### src/rtl/assert_macros.svh
// assertion macros shared by the rtl
`ifndef ASSERT_MACROS_SVH
`define ASSERT_MACROS_SVH

// a holds on a clock edge out of reset implies b on the same edge
`define ASSERT_IMPLY(label, clk, rst_n, a, b) \
    label: assert property (@(posedge clk) disable iff (!rst_n) (a) |-> (b)) \
        else $error("implication failed");

// expression must never be true out of reset
`define ASSERT_NEVER(label, clk, rst_n, a) \
    label: assert property (@(posedge clk) disable iff (!rst_n) !(a)) \
        else $error("forbidden condition seen");

`endif

### src/rtl/sv39pte_pkg.sv
// shared types and constants of the sv39 page table engine
package sv39pte_pkg;

    localparam int unsigned ENTRIES_PER_TABLE = 512;
    localparam int unsigned VPN_W  = 9;
    localparam int unsigned PPN_W  = 44;
    localparam int unsigned PA_W   = 56;
    localparam int unsigned PTE_W  = 52;
    localparam int unsigned FLAG_W = 8;

    // command codes
    localparam logic [1:0] CMD_TRANSLATE = 2'd0;
    localparam logic [1:0] CMD_MAP       = 2'd1;
    localparam logic [1:0] CMD_UNMAP     = 2'd2;

    // status codes
    localparam logic [2:0] ST_OK         = 3'd0;
    localparam logic [2:0] ST_INVALID    = 3'd1;
    localparam logic [2:0] ST_NO_MEMORY  = 3'd2;
    localparam logic [2:0] ST_EXISTS     = 3'd3;
    localparam logic [2:0] ST_NOT_MAPPED = 3'd4;

    typedef enum logic [1:0] {
        OP_TRANSLATE,
        OP_MAP,
        OP_UNMAP,
        OP_REJECT
    } t_op;

    typedef enum logic [2:0] {
        S_CLEAR,
        S_IDLE,
        S_READ,
        S_EVAL,
        S_ROLL
    } t_state;

    // decoded command passed from front to back
    typedef struct packed {
        t_op                op;
        logic [VPN_W-1:0]   vpn2;
        logic [VPN_W-1:0]   vpn1;
        logic [VPN_W-1:0]   vpn0;
        logic [11:0]        offset;
        logic [PPN_W-1:0]   ppn;
        logic [FLAG_W-1:0]  flags;
    } t_item;

    // back end status toward the front
    typedef struct packed {
        logic pop;
        logic clearing;
    } t_back_ctl;

endpackage

### src/rtl/sv39pte_front.sv
// command intake, request checks and two-entry queue toward the walker
module sv39pte_front (
    input  logic                         i_clk,
    input  logic                         i_rst_n,
    input  logic                         start,
    output logic                         busy,
    input  logic [1:0]                   i_command,
    input  logic [63:0]                  i_virt_addr,
    input  logic [55:0]                  i_phys_addr,
    input  logic [9:0]                   i_pte_flags,
    input  sv39pte_pkg::t_back_ctl       i_ctl,
    output logic                         o_item_valid,
    output sv39pte_pkg::t_item           o_item
);
    import sv39pte_pkg::*;

    logic   r_q_wp, r_q_rp;
    logic   [1:0] r_q_cnt, n_q_cnt;
    t_item  r_q [2];
    t_item  w_item;
    logic   w_canon, w_va_al, w_pa_al, w_flags_ok, w_push;

    // request checks
    assign w_canon    = (i_virt_addr[63:38] == '0) || (i_virt_addr[63:38] == '1);
    assign w_va_al    = (i_virt_addr[11:0] == '0);
    assign w_pa_al    = (i_phys_addr[11:0] == '0);
    assign w_flags_ok = (i_pte_flags[9:8] == 2'b00) && i_pte_flags[0]
                        && (i_pte_flags[1] || i_pte_flags[3])
                        && !(i_pte_flags[2] && !i_pte_flags[1]);

    // classify the command
    always_comb begin
        w_item.vpn2   = i_virt_addr[38:30];
        w_item.vpn1   = i_virt_addr[29:21];
        w_item.vpn0   = i_virt_addr[20:12];
        w_item.offset = i_virt_addr[11:0];
        w_item.ppn    = i_phys_addr[55:12];
        w_item.flags  = i_pte_flags[7:0];
        case (i_command)
            CMD_TRANSLATE: w_item.op = w_canon ? OP_TRANSLATE : OP_REJECT;
            CMD_MAP: begin
                w_item.op = (w_canon && w_va_al && w_pa_al && w_flags_ok) ? OP_MAP : OP_REJECT;
            end
            CMD_UNMAP: w_item.op = (w_canon && w_va_al) ? OP_UNMAP : OP_REJECT;
            default: w_item.op = OP_REJECT;
        endcase
    end

    assign busy   = (r_q_cnt == 2'd2) || i_ctl.clearing;
    assign w_push = start && !busy;

    // queue pointers and count
    always_comb begin
        n_q_cnt = r_q_cnt;
        if (w_push && !i_ctl.pop) begin
            n_q_cnt = r_q_cnt + 2'd1;
        end else if (!w_push && i_ctl.pop) begin
            n_q_cnt = r_q_cnt - 2'd1;
        end
    end

    always_ff @(posedge i_clk) begin
        if (!i_rst_n) begin
            r_q_wp  <= 1'b0;
            r_q_rp  <= 1'b0;
            r_q_cnt <= 2'd0;
        end else begin
            r_q_cnt <= n_q_cnt;
            if (w_push) begin
                r_q_wp <= !r_q_wp;
            end
            if (i_ctl.pop) begin
                r_q_rp <= !r_q_rp;
            end
        end
    end

    // queue storage
    always_ff @(posedge i_clk) begin
        if (w_push) begin
            r_q[r_q_wp] <= w_item;
        end
    end

    assign o_item_valid = (r_q_cnt != 2'd0);
    assign o_item       = r_q[r_q_rp];

endmodule

### config.mk
export PLATFORM = sky130hd
export DESIGN_NAME = sv39pte_front
export DESIGN_NICKNAME = d
export VERILOG_FILES = /design/src/rtl/assert_macros.svh /design/src/rtl/sv39pte_pkg.sv /design/src/rtl/sv39pte_front.sv
export SDC_FILE = /design/constraint.sdc
export NUM_CORES = 1
export LEC_CHECK = 0
export ABC_AREA = 1
export BUFFER_PORTS_ARGS = -buffer_cell sky130_fd_sc_hd__clkbuf_2
export CORE_ASPECT_RATIO = 2
export CORE_UTILIZATION = 55
export CTS_CLUSTER_DIAMETER = 120
export CTS_CLUSTER_SIZE = 40
export DETAILED_ROUTE_END_ITERATION = 7
export GPL_TIMING_DRIVEN = 0
export PLACE_DENSITY_LB_ADDON = 0.2
export SYNTH_ARGS = -nofsm -noshare
export SYNTH_HDL_FRONTEND = slang
export SYNTH_SLANG_ARGS = --single-unit
### constraint.sdc
create_clock -name i_clk -period 9 [get_ports i_clk]
set_input_delay 1.8 -clock i_clk [delete_from_list [all_inputs] [get_ports i_clk]]
set_output_delay 1.8 -clock i_clk [all_outputs]
set_load 0.02 [all_outputs]
# [Word-level counts from Yosys, hierarchy flattened]
# Memory sizes are Yosys's and may differ from the RTL's. A register that Yosys moved wholly into a read port is not among the register bits.
# Index checks and enable logic that the tools add are counted.
[totals] mem_bits_rw=186 n_memories=1 in_bits=137 output_inout_bits=95 register_bits=4 wordCells=47
[mem_list] memory="r_q" depth=2 word_bits=93 read_ports=1 rd_ports_with_merged_regs=1 write_ports=1 line="sv39pte_front.sv:19" text="t_item r_q [2];"
[op_classes] n_eq_ne=4 mux=10 addsub=2 reduce_logical=27
[ops] operator="equality test 26 bit, second input constant" n=1
[ops] operator="logical NOT 26 bit" n=1
[ops] operator="logical NOT 12 bit" n=2
[ops] operator="logical AND 1 bit" n=10
[ops] operator="2-to-1 mux 2 bit" n=4
[ops] operator="logical NOT 1 bit" n=7
[ops] operator="one-hot mux 2 bit (3 select lines)" n=1
[ops] operator="2-to-1 mux 1 bit" n=5
[ops] operator="equality test 2 bit, second input constant" n=2
[ops] operator="logical NOT 2 bit" n=2
[ops] operator="nonzero test 2 bit" n=2
[ops] operator="logical OR 1 bit" n=3
[ops] operator="adder 2 x 1 -> 2 bit, second input constant" n=1
[ops] operator="equality test 2 x 1 -> 1 bit, second input constant" n=1
[ops] operator="subtractor 2 x 1 -> 2 bit, second input constant" n=1

# [Longest topological paths before layout]
# Gate-level depths: netlist of run 1.
[logic_depth] ltp_word=8 depth_mapped=9 mapped_depth_nobuf=9

# [Least setup slack after synthesis of run 1]
# OpenSTA, ideal clock, no wires.
[synth_path] path_type="input -> register" startpoint="in i_ctl[0] (netlist name)" endpoint="mem r_q[0][0] (netlist name), enable pin" t_required_ns=8.454 setup_time_ns=0.546 n_path_buf=0 path_slack_ns=2.570 arrival_time_ns=5.884 cell_stages=3 cell_sequence="inv_1 > nand3_1 > nor2_1"
[synth_via] elab_chain_len=5
[synth_rtl] element="start: declaration" line="sv39pte_front.sv:11" text="input sv39pte_pkg::t_back_ctl i_ctl,"
[synth_rtl] element="logical OR 1 bit" line="sv39pte_front.sv:49" text="assign busy = (r_q_cnt == 2'd2) || i_ctl.clearing;"
[synth_rtl] element="logical NOT 1 bit" line="sv39pte_front.sv:50" text="assign w_push = start && !busy;"
[synth_rtl] element="logical AND 1 bit" line="sv39pte_front.sv:50"
[synth_rtl] element="2-to-1 mux 1 bit" line="sv39pte_front.sv:80" text="if (w_push) begin"
[synth_rtl] element="2-to-1 mux 1 bit (not written as such)" line="sv39pte_front.sv:81" text="r_q[r_q_wp] <= w_item;"
[synth_rtl] element="end: declaration" line="sv39pte_front.sv:19"
# Every way passes these cells.

# [Worst setup path after layout of run 1]
[layout_path] startpoint="in i_ctl[0] (netlist name)" endpoint="out busy"
[layout_via] elab_chain_len=1
[layout_rtl] element="logical OR 1 bit" line="sv39pte_front.sv:49"
[layout_rtl] element="end: declaration" line="sv39pte_front.sv:6" text="output logic busy,"
# Every way passes these cells.

==> metrics.md, run 1 <==
| Metric | Value |
|---|---|
| Final WL | 13800 um |
| Largest net degree at the start of global routing | 35 |
| Most heavily used metal layer in global routing | met2 |
| Core footprint | 13400 um^2 |
| CTS Root Buffer Type | clkbuf_16 |
| Most frequent cells in the layout | 231 x clkbuf_2, 186 x edfxtp_1, 70 x mux2_4, 38 x nor2_1, 27 x nand2_1 |
| Yosys cell types | 19 |
| Routed vias | 4217 |
| Power density over the cells | 206 nW/um^2 |
| Post-DP Area | 8960 um^2 |
| Vias/cell | 5.17 |
| Placer Congestion | 0.865 |
| Layout cells sized above 1 | 56.0% |
| Die width | 84.7 um |
| Post-Synthesis Cells | 394 |
| Setup Fix Bufs, Post-CTS | 0 |
| Vias in the first global route | 4403 |
| Final #Nets | 786 |
| CTS tree | built |
| F_max | 252 MHz |
| Slew margin rel. | 38.5% |
| M3 GR Usage | 5.57% |
| Commonest non-fill, non-tap cell in the layout | clkbuf_2 |
| Outcome | finished, violations left |
| Initial antenna violation count | 0 |
| Detailed-router iteration count before antenna repair | 8 |
| Met2 Use GR | 36.8% |
| Final hold violation count | 0 |
| # diodes | 0 |
| Critical Path Sink Type | primary output |
| Critical Path RT | 7200 ps |
| PortBufs | 231 |
| Final setup TNS | 0 ps |
| Worst-margin pin slew | 920 ps |
| Post-synthesis sequential area ratio | 75.7% |
| First-pass GRT wire length | 20800 um |
| Fin crit period | 3980 ps |
| Leading area contributor after synthesis | edfxtp_1 |
| RSZ-0062 raised after global routing | false |
| Period utilization | 44.2% |
| Yosys warning count | 0 |
| Worst skew pair latency | 420 ps |
| CTS Hold Bufs | 0 |
| Wire per inst | 16.9 um |
| Critical path fanouts, max | 2 |
| Worst Setup Path Type | in -> out |
| Hold Crit Class | reg -> reg |
| Initial core utilization | 56.2% |
| Resized Gates After CTS | 0 |
| Cell Rows | 60 |
| Initial DRC Count | 169 |
| Final-report max-slew violation count | 0 |
| Total GRT Usage | 19.9% |
| Htree depth | 4 |
| Synth Cell Area | 7510 um^2 |
| Clock Sinks | 191 |
| Grt ovf | 0 |
| Met1 usage | 19.5% |
| Clock Skews | 6.72 ps |
| Fillers | 917 |
| # IOs | 232 |
| Longest Clk Path Bufs | 2 |
| LEAKAGE | 3.87 nW |
| Startpoint types | input port |
| Yosys top cell area share | 74.3% |
| Finished Cell Area | 9520 um^2 |
| Flops & latches, synth | 191 |
| Die footprint | 14200 um^2 |
| Die Y | 167 um |
| Max-Cap Viols | 0 |
| Total CTS buffers | 17 |
| Post-DRT Antenna Nets | 0 |
| Crit path DAT | 2180 ps |
| # DRC | 7 |
| Avg Cell Area, Syn | 19.1 um^2 |
| Synthesized Nets | 532 |
| Peak supply drop | 0.134 mV |
| Post-DP HPWL | 9960 um |
| P&R area growth vs syn | 26.7% |
| Setup Viol. Count Final | 0 |
| Area contributors post-synth | edfxtp_1 74%, mux2_4 14%, mux2_2 3.4%, nor2_1 2.0%, nand2_1 1.3% |
| Violated checks | design-rule violations |
| Clock transition at path regs | 70 ps |
## power by group
part / leakage (nW) / switching (mW) / internal [mW]
clock: 0.272 / 0.333 / 0.367
combinational: 1.85 / 0.129 / 0.106
sequential: 1.74 / 0.00915 / 1.02
total: 3.87 / 0.471 / 1.49
## logic make-up after synthesis
group                      count (synthesis)  share of synthesized area [%]
DFF                                      191                           75.7
muxes                                     93                           17.4
and+or+nand+nor                           81                           4.36
buffers and inverters                     18                           1.68
AOI/OAI and AO/OA                         10                          0.699
adders and majority gates                  1                          0.166
## registers in the layout, indices dropped and copies added (netlist names), named ones only
name     cells
r_q_cnt      2
r_q_wp       1
r_q_rp       1
r_q        186
## routing by layer
layer / vias to the layer above / share of wire (%)
li1: 2003 / -
met1: 2011 / 34
met2: 172 / 56
met3: 31 / 6.2
met4: 0 / 3.9
met5: - / 0
## cell usage after synthesis (all sizes together)
cell type	number
a21oi	5
and2	1
buf	10
dfxtp	5
edfxtp	186
ha	1
inv	8
mux2	93
nand2	27
nand3	7
nand4	3
nor2	40
nor3	2
o21ai	4
o21bai	1
or2	1
## through the flow
stage	total power, mW	std cells	hold slack [ps]	setup slack [ps]	utilization (%)
after CTS	1.98	816	510	5020	71.2
after global placement	1.28	780	470	671	66.3
after detailed placement	1.28	784	493	5020	67.1
final	1.96	816	506	5020	71.2
after global routing	2.02	816	556	5010	71.2
after floorplan	1.19	394	458	2570	-
## critical path, stage by stage
cell and delay (ps):
clkbuf_2 80, inv_1 80, nand2_1 60, clkbuf_2 150
## final cells by class
class                           instances  area, um^2  share of cell area [%]
Buffer                                 10        96.3                    1.01
Clock buffer                           19         433                    4.55
Clock inverter                         13         128                    1.34
Inverter                                8        30.0                   0.315
Multi-Input combinational cell        185        1720                    18.0
Sequential cell                       191        5690                    59.7
Tap cell                              155         194                    2.04
Timing Repair Buffer                  235        1240                    13.0
## worst paths after layout
check	startpoint	endpoint	slack, ps	cells past startpoint
hold reg to reg	r_q_rp	r_q_rp	510	2
setup reg to reg	r_q_cnt[0]	r_q[1][41]	6590	6
hold / removal	r_q_rp	r_q_rp	510	2
setup / recovery	i_ctl[0]	busy	5020	4
No activity file was read; power rests on OpenSTA's default activity.
==> run 2, diff against run 1 <==
- ABC_AREA: 1 -> 0
- CORE_UTILIZATION: 55 -> 50
- clock period: 9 -> 4.11 ns (I/O delays scaled with it)
==> run 2 against run 1 <==
Compared with the run above: the run now ends clean; total power rose by 130%; sequential power rose by 120%; synthesized area fell by 4.7%; hold slack improved by 66 ps; clock-buffer cell count fell by 2; synthesized cell count fell by 11%; cell count fell by 1.5%; largest power group unchanged.
==> metrics.md, run 2 <==
| Metric | Value |
|---|---|
| Reg2reg end | r_q[1][56] |
| Resized Gates After CTS | 0 (unchanged) |
| Initial DRC Count | 157 (-7.1%) |
| Top layer reached by signal wires | met4 |
| Cell-internal power | 3.44 mW (+130%) |
| Compound-cell area share of the yosys netlist | 1.14% (+0.44 points) |
| Area contributors post-synth | edfxtp_1 78%, mux2_2 15%, dfxtp_1 1.4%, nor4_1 0.96%, buf_2 0.70% |
| Yosys warning count | 0 (unchanged) |
| Area occupied by multi-input gates | 1410 um^2 (-18%) |
| Placer Congestion | 0.862 (-0.31%) |
| Layout cells sized above 1 | 61.1% (+5.2 points) |
| Setup Viol. Count Final | 0 (unchanged) |
| Wire per inst | 17.1 um (+1.0%) |
| Avg Cell Area, Syn | 20.5 um^2 (+7.2%) |
| Post-synth EDFFs | 186 (unchanged) |
| Worst Setup Path Type | reg -> out |
| Overall Power | 4.50 mW (+130%) |
| Clock transition at path regs | 70 ps (about the same) |
| Switching Fraction | 23.6% (-0.47 points) |
| Post-synthesis xor/xnor area fraction | 0.367% (+0.37 points) |
| # diodes | 0 (unchanged) |
| Met1 Wirelength | 4260 um (-9.3%) |
| Final #Nets | 740 (-5.9%) |
| Crit path DAT | 1860 ps (-320 ps) |
| Core footprint | 14000 um^2 (+4.5%) |
| Max FFs per register | 186 (unchanged) |
| Slew margin rel. | 48.8% (+10 points) |
| Synthesized Nets | 488 (-8.3%) |
| P&R area growth vs syn | 28.9% |
| Longest Clk Path Bufs | 2 (unchanged) |
| Period utilization | 65.3% |
| Most numerous cell in the Yosys netlist | edfxtp_1 |
| Regs by FF count | r_q x186, r_q_cnt x2 |
| R2R cell count | 4 (-2) |
| Worst hold path depth | 2 (unchanged) |
| Peak supply drop | 0.382 mV (+180%) |
| Worst hold endpoint | r_q_cnt[1] |
| Most frequent cells in the layout | 231 x clkbuf_2, 186 x edfxtp_1, 93 x mux2_2, 17 x clkbuf_16, 11 x nor4_1 |
| Critical Path Sink Type | primary output |
| Post-DRT Antenna Nets | 0 (unchanged) |
| Clock power frac | 37.8% (+2.1 points) |
| Top post-synthesis cells by count | 186 x edfxtp_1, 93 x mux2_2, 11 x nor4_1 |
| Final-report max-slew violation count | 0 (unchanged) |
| Die Y | 171 um (+2.3%) |
| Pre-CTS setup slack | 1450 ps (-3570 ps) |
| Setup Fix Bufs, Post-CTS | 0 (unchanged) |
| Sw power | 1.06 mW (+130%) |
| Simple-Gate Fraction of Synth Area | 3.37% (-0.99 points) |
| Worst-margin pin slew | 768 ps (-152 ps) |
| Hold Startpoint | r_q_cnt[1] |
| Vias in the first global route | 4315 (-2.0%) |
| CTS tree | built |
| Initial core utilization | 51.3% (-5.0 points) |
| Initial antenna violation count | 0 (unchanged) |
| Startpoint types | flop |
| Post-synthesis sequential area ratio | 79.4% (+3.8 points) |
| Final core occ | 66.0% (-5.2 points) |
| Outcome | finished, final reports clean |
| Grt ovf | 0 (unchanged) |
| Commonest non-fill, non-tap cell in the layout | clkbuf_2 |
| F_max | 373 MHz |
| Routed vias | 4083 (-3.2%) |
| Sequential Power Share | 50.2% (-2.1 points) |
| Post-Synthesis Cells | 350 (-11%) |
| Clock Skews | 7.26 ps (+0.538 ps) |
| Final WL | 13700 um (-0.45%) |
| Final WS setup | 1430 ps (-3600 ps) |
| Fillers | 1038 (+13%) |
| Die width | 86.6 um (+2.3%) |
| # DRC | 0 (-7) |
| Die footprint | 14800 um^2 (+4.7%) |
| Critical path fanouts, max | 10 (+8) |
| Yosys cell types | 32 (+13) |
| R2R Setup Slk | 1870 ps (-4720 ps) |
| First-pass GRT wire length | 20400 um (-2.1%) |
| Yosys top cell area share | 78.0% (+3.7 points) |
| # IOs | 232 (unchanged) |
| CTS Hold Bufs | 0 (unchanged) |
| Logic pwr share | 12.0% (about the same) |
| Vias/cell | 5.08 (-1.7%) |
| Synth Cell Area | 7160 um^2 (-4.7%) |
| Leading area contributor after synthesis | edfxtp_1 |
| Mux contribution to synthesized area | 14.6% (-2.8 points) |
| Metal2 WL | 8180 um (+6.2%) |
| Fin crit period | 2680 ps |
| Power density over the cells | 488 nW/um^2 (+140%) |
| Largest net degree at the start of global routing | 56 (+60%) |
| Total GRT Usage | 19.2% (-0.71 points) |
| Reg2Reg Launch Point | r_q_cnt[0] |
| Main flop type after synthesis | edfxtp_1 |
| Critical Path RT | 3290 ps (-3910 ps) |
| Finished Cell Area | 9230 um^2 (-3.1%) |
| Hold Crit Class | reg -> reg |
| Detailed-router iteration count before antenna repair | 5 (-3) |
| PortBufs | 231 (unchanged) |
| FF/Latch Area | 5690 um^2 (unchanged) |
| Cell Rows | 61 (+1.7%) |
| Met3 routed WL | 861 um (+1.1%) |
| Post-DP HPWL | 9990 um (+0.31%) |
| Clock Sinks | 191 (unchanged) |
| Final hold violation count | 0 (unchanged) |
| RSZ-0062 raised after global routing | false |
| Biggest register | r_q |
| Flops & latches, synth | 191 (unchanged) |
| Largest family of logic cells by synthesized area | multiplexers |
| Htree depth | 4 (unchanged) |
| LEAKAGE | 3.52 nW (-9.2%) |
| Worst skew pair latency | 420 ps (about the same) |
| Max-Cap Viols | 0 (unchanged) |
| Post-DP Area | 8600 um^2 (-4.0%) |
| Total CTS buffers | 17 (unchanged) |
| Synth Area in Adders | 0.175% (+0.0083 points) |
| CTS Root Buffer Type | clkbuf_16 |
| Asr flop ratio synth | 0% (unchanged) |
[run 2: routing by layer]
layer  track usage, %  vias to the layer above
li1                 -                     1914
met1             16.6                     1972
met2             38.1                      170
met3             5.09                       27
met4             10.1                        0
met5                0                        -
[run 2: layout make-up]
cell class	count	share of cell area, %
clock buffer	17	4.61
timing repair buffer	233	13.0
sequential	191	61.6
multi-input combinational	145	15.3
clock inverter	15	2.12
buffer	10	0.543
inverter	4	0.163
tap	189	2.56
[run 2: metrics by stage]
step                      instances  hold WS (ps)  TNS [ps]
after global routing            804           571         0
after global placement          770           537   -139750
after detailed placement        772           549         0
final                           804           571         0
after CTS                       804           565         0
after floorplan                 350           511         0
[run 2: kinds of logic after synthesis]
family | after synthesis
fa+ha+maj | 1
xor+xnor | 3
buf+inv | 14
simple gates | 39
mux | 93
compound gates | 9
flops | 191
[run 2: critical path, stage by stage (launching register included)]
cell and delay, ps:
dfxtp_1 340, buf_2 250, buf_2 300, mux2_2 380
clkbuf_2 160
[run 2: how the worst max path moves through the flow]
stage	from	cells past startpoint	slack (ps)	end
floorplan	i_ctl[0]	2	380	r_q[1][0]
global placement	i_ctl[0]	3	-860	r_q[1][32]
detailed placement	i_ctl[0]	4	1450	r_q[0][33]
CTS	flop	4	1360	o_item[87]
global route	flop	4	1300	o_item[22]
finish	flop	4	1430	o_item[53]
[run 2: power groups by stage]
stage	Combinational (mW)	Sequential, mW	Clock, mW
final	0.542	2.26	1.70
after global routing	0.582	2.27	1.79
after CTS	0.552	2.26	1.73
after detailed placement	0.549	2.30	0
after global placement	0.529	2.31	0
after floorplan	0.328	2.30	0
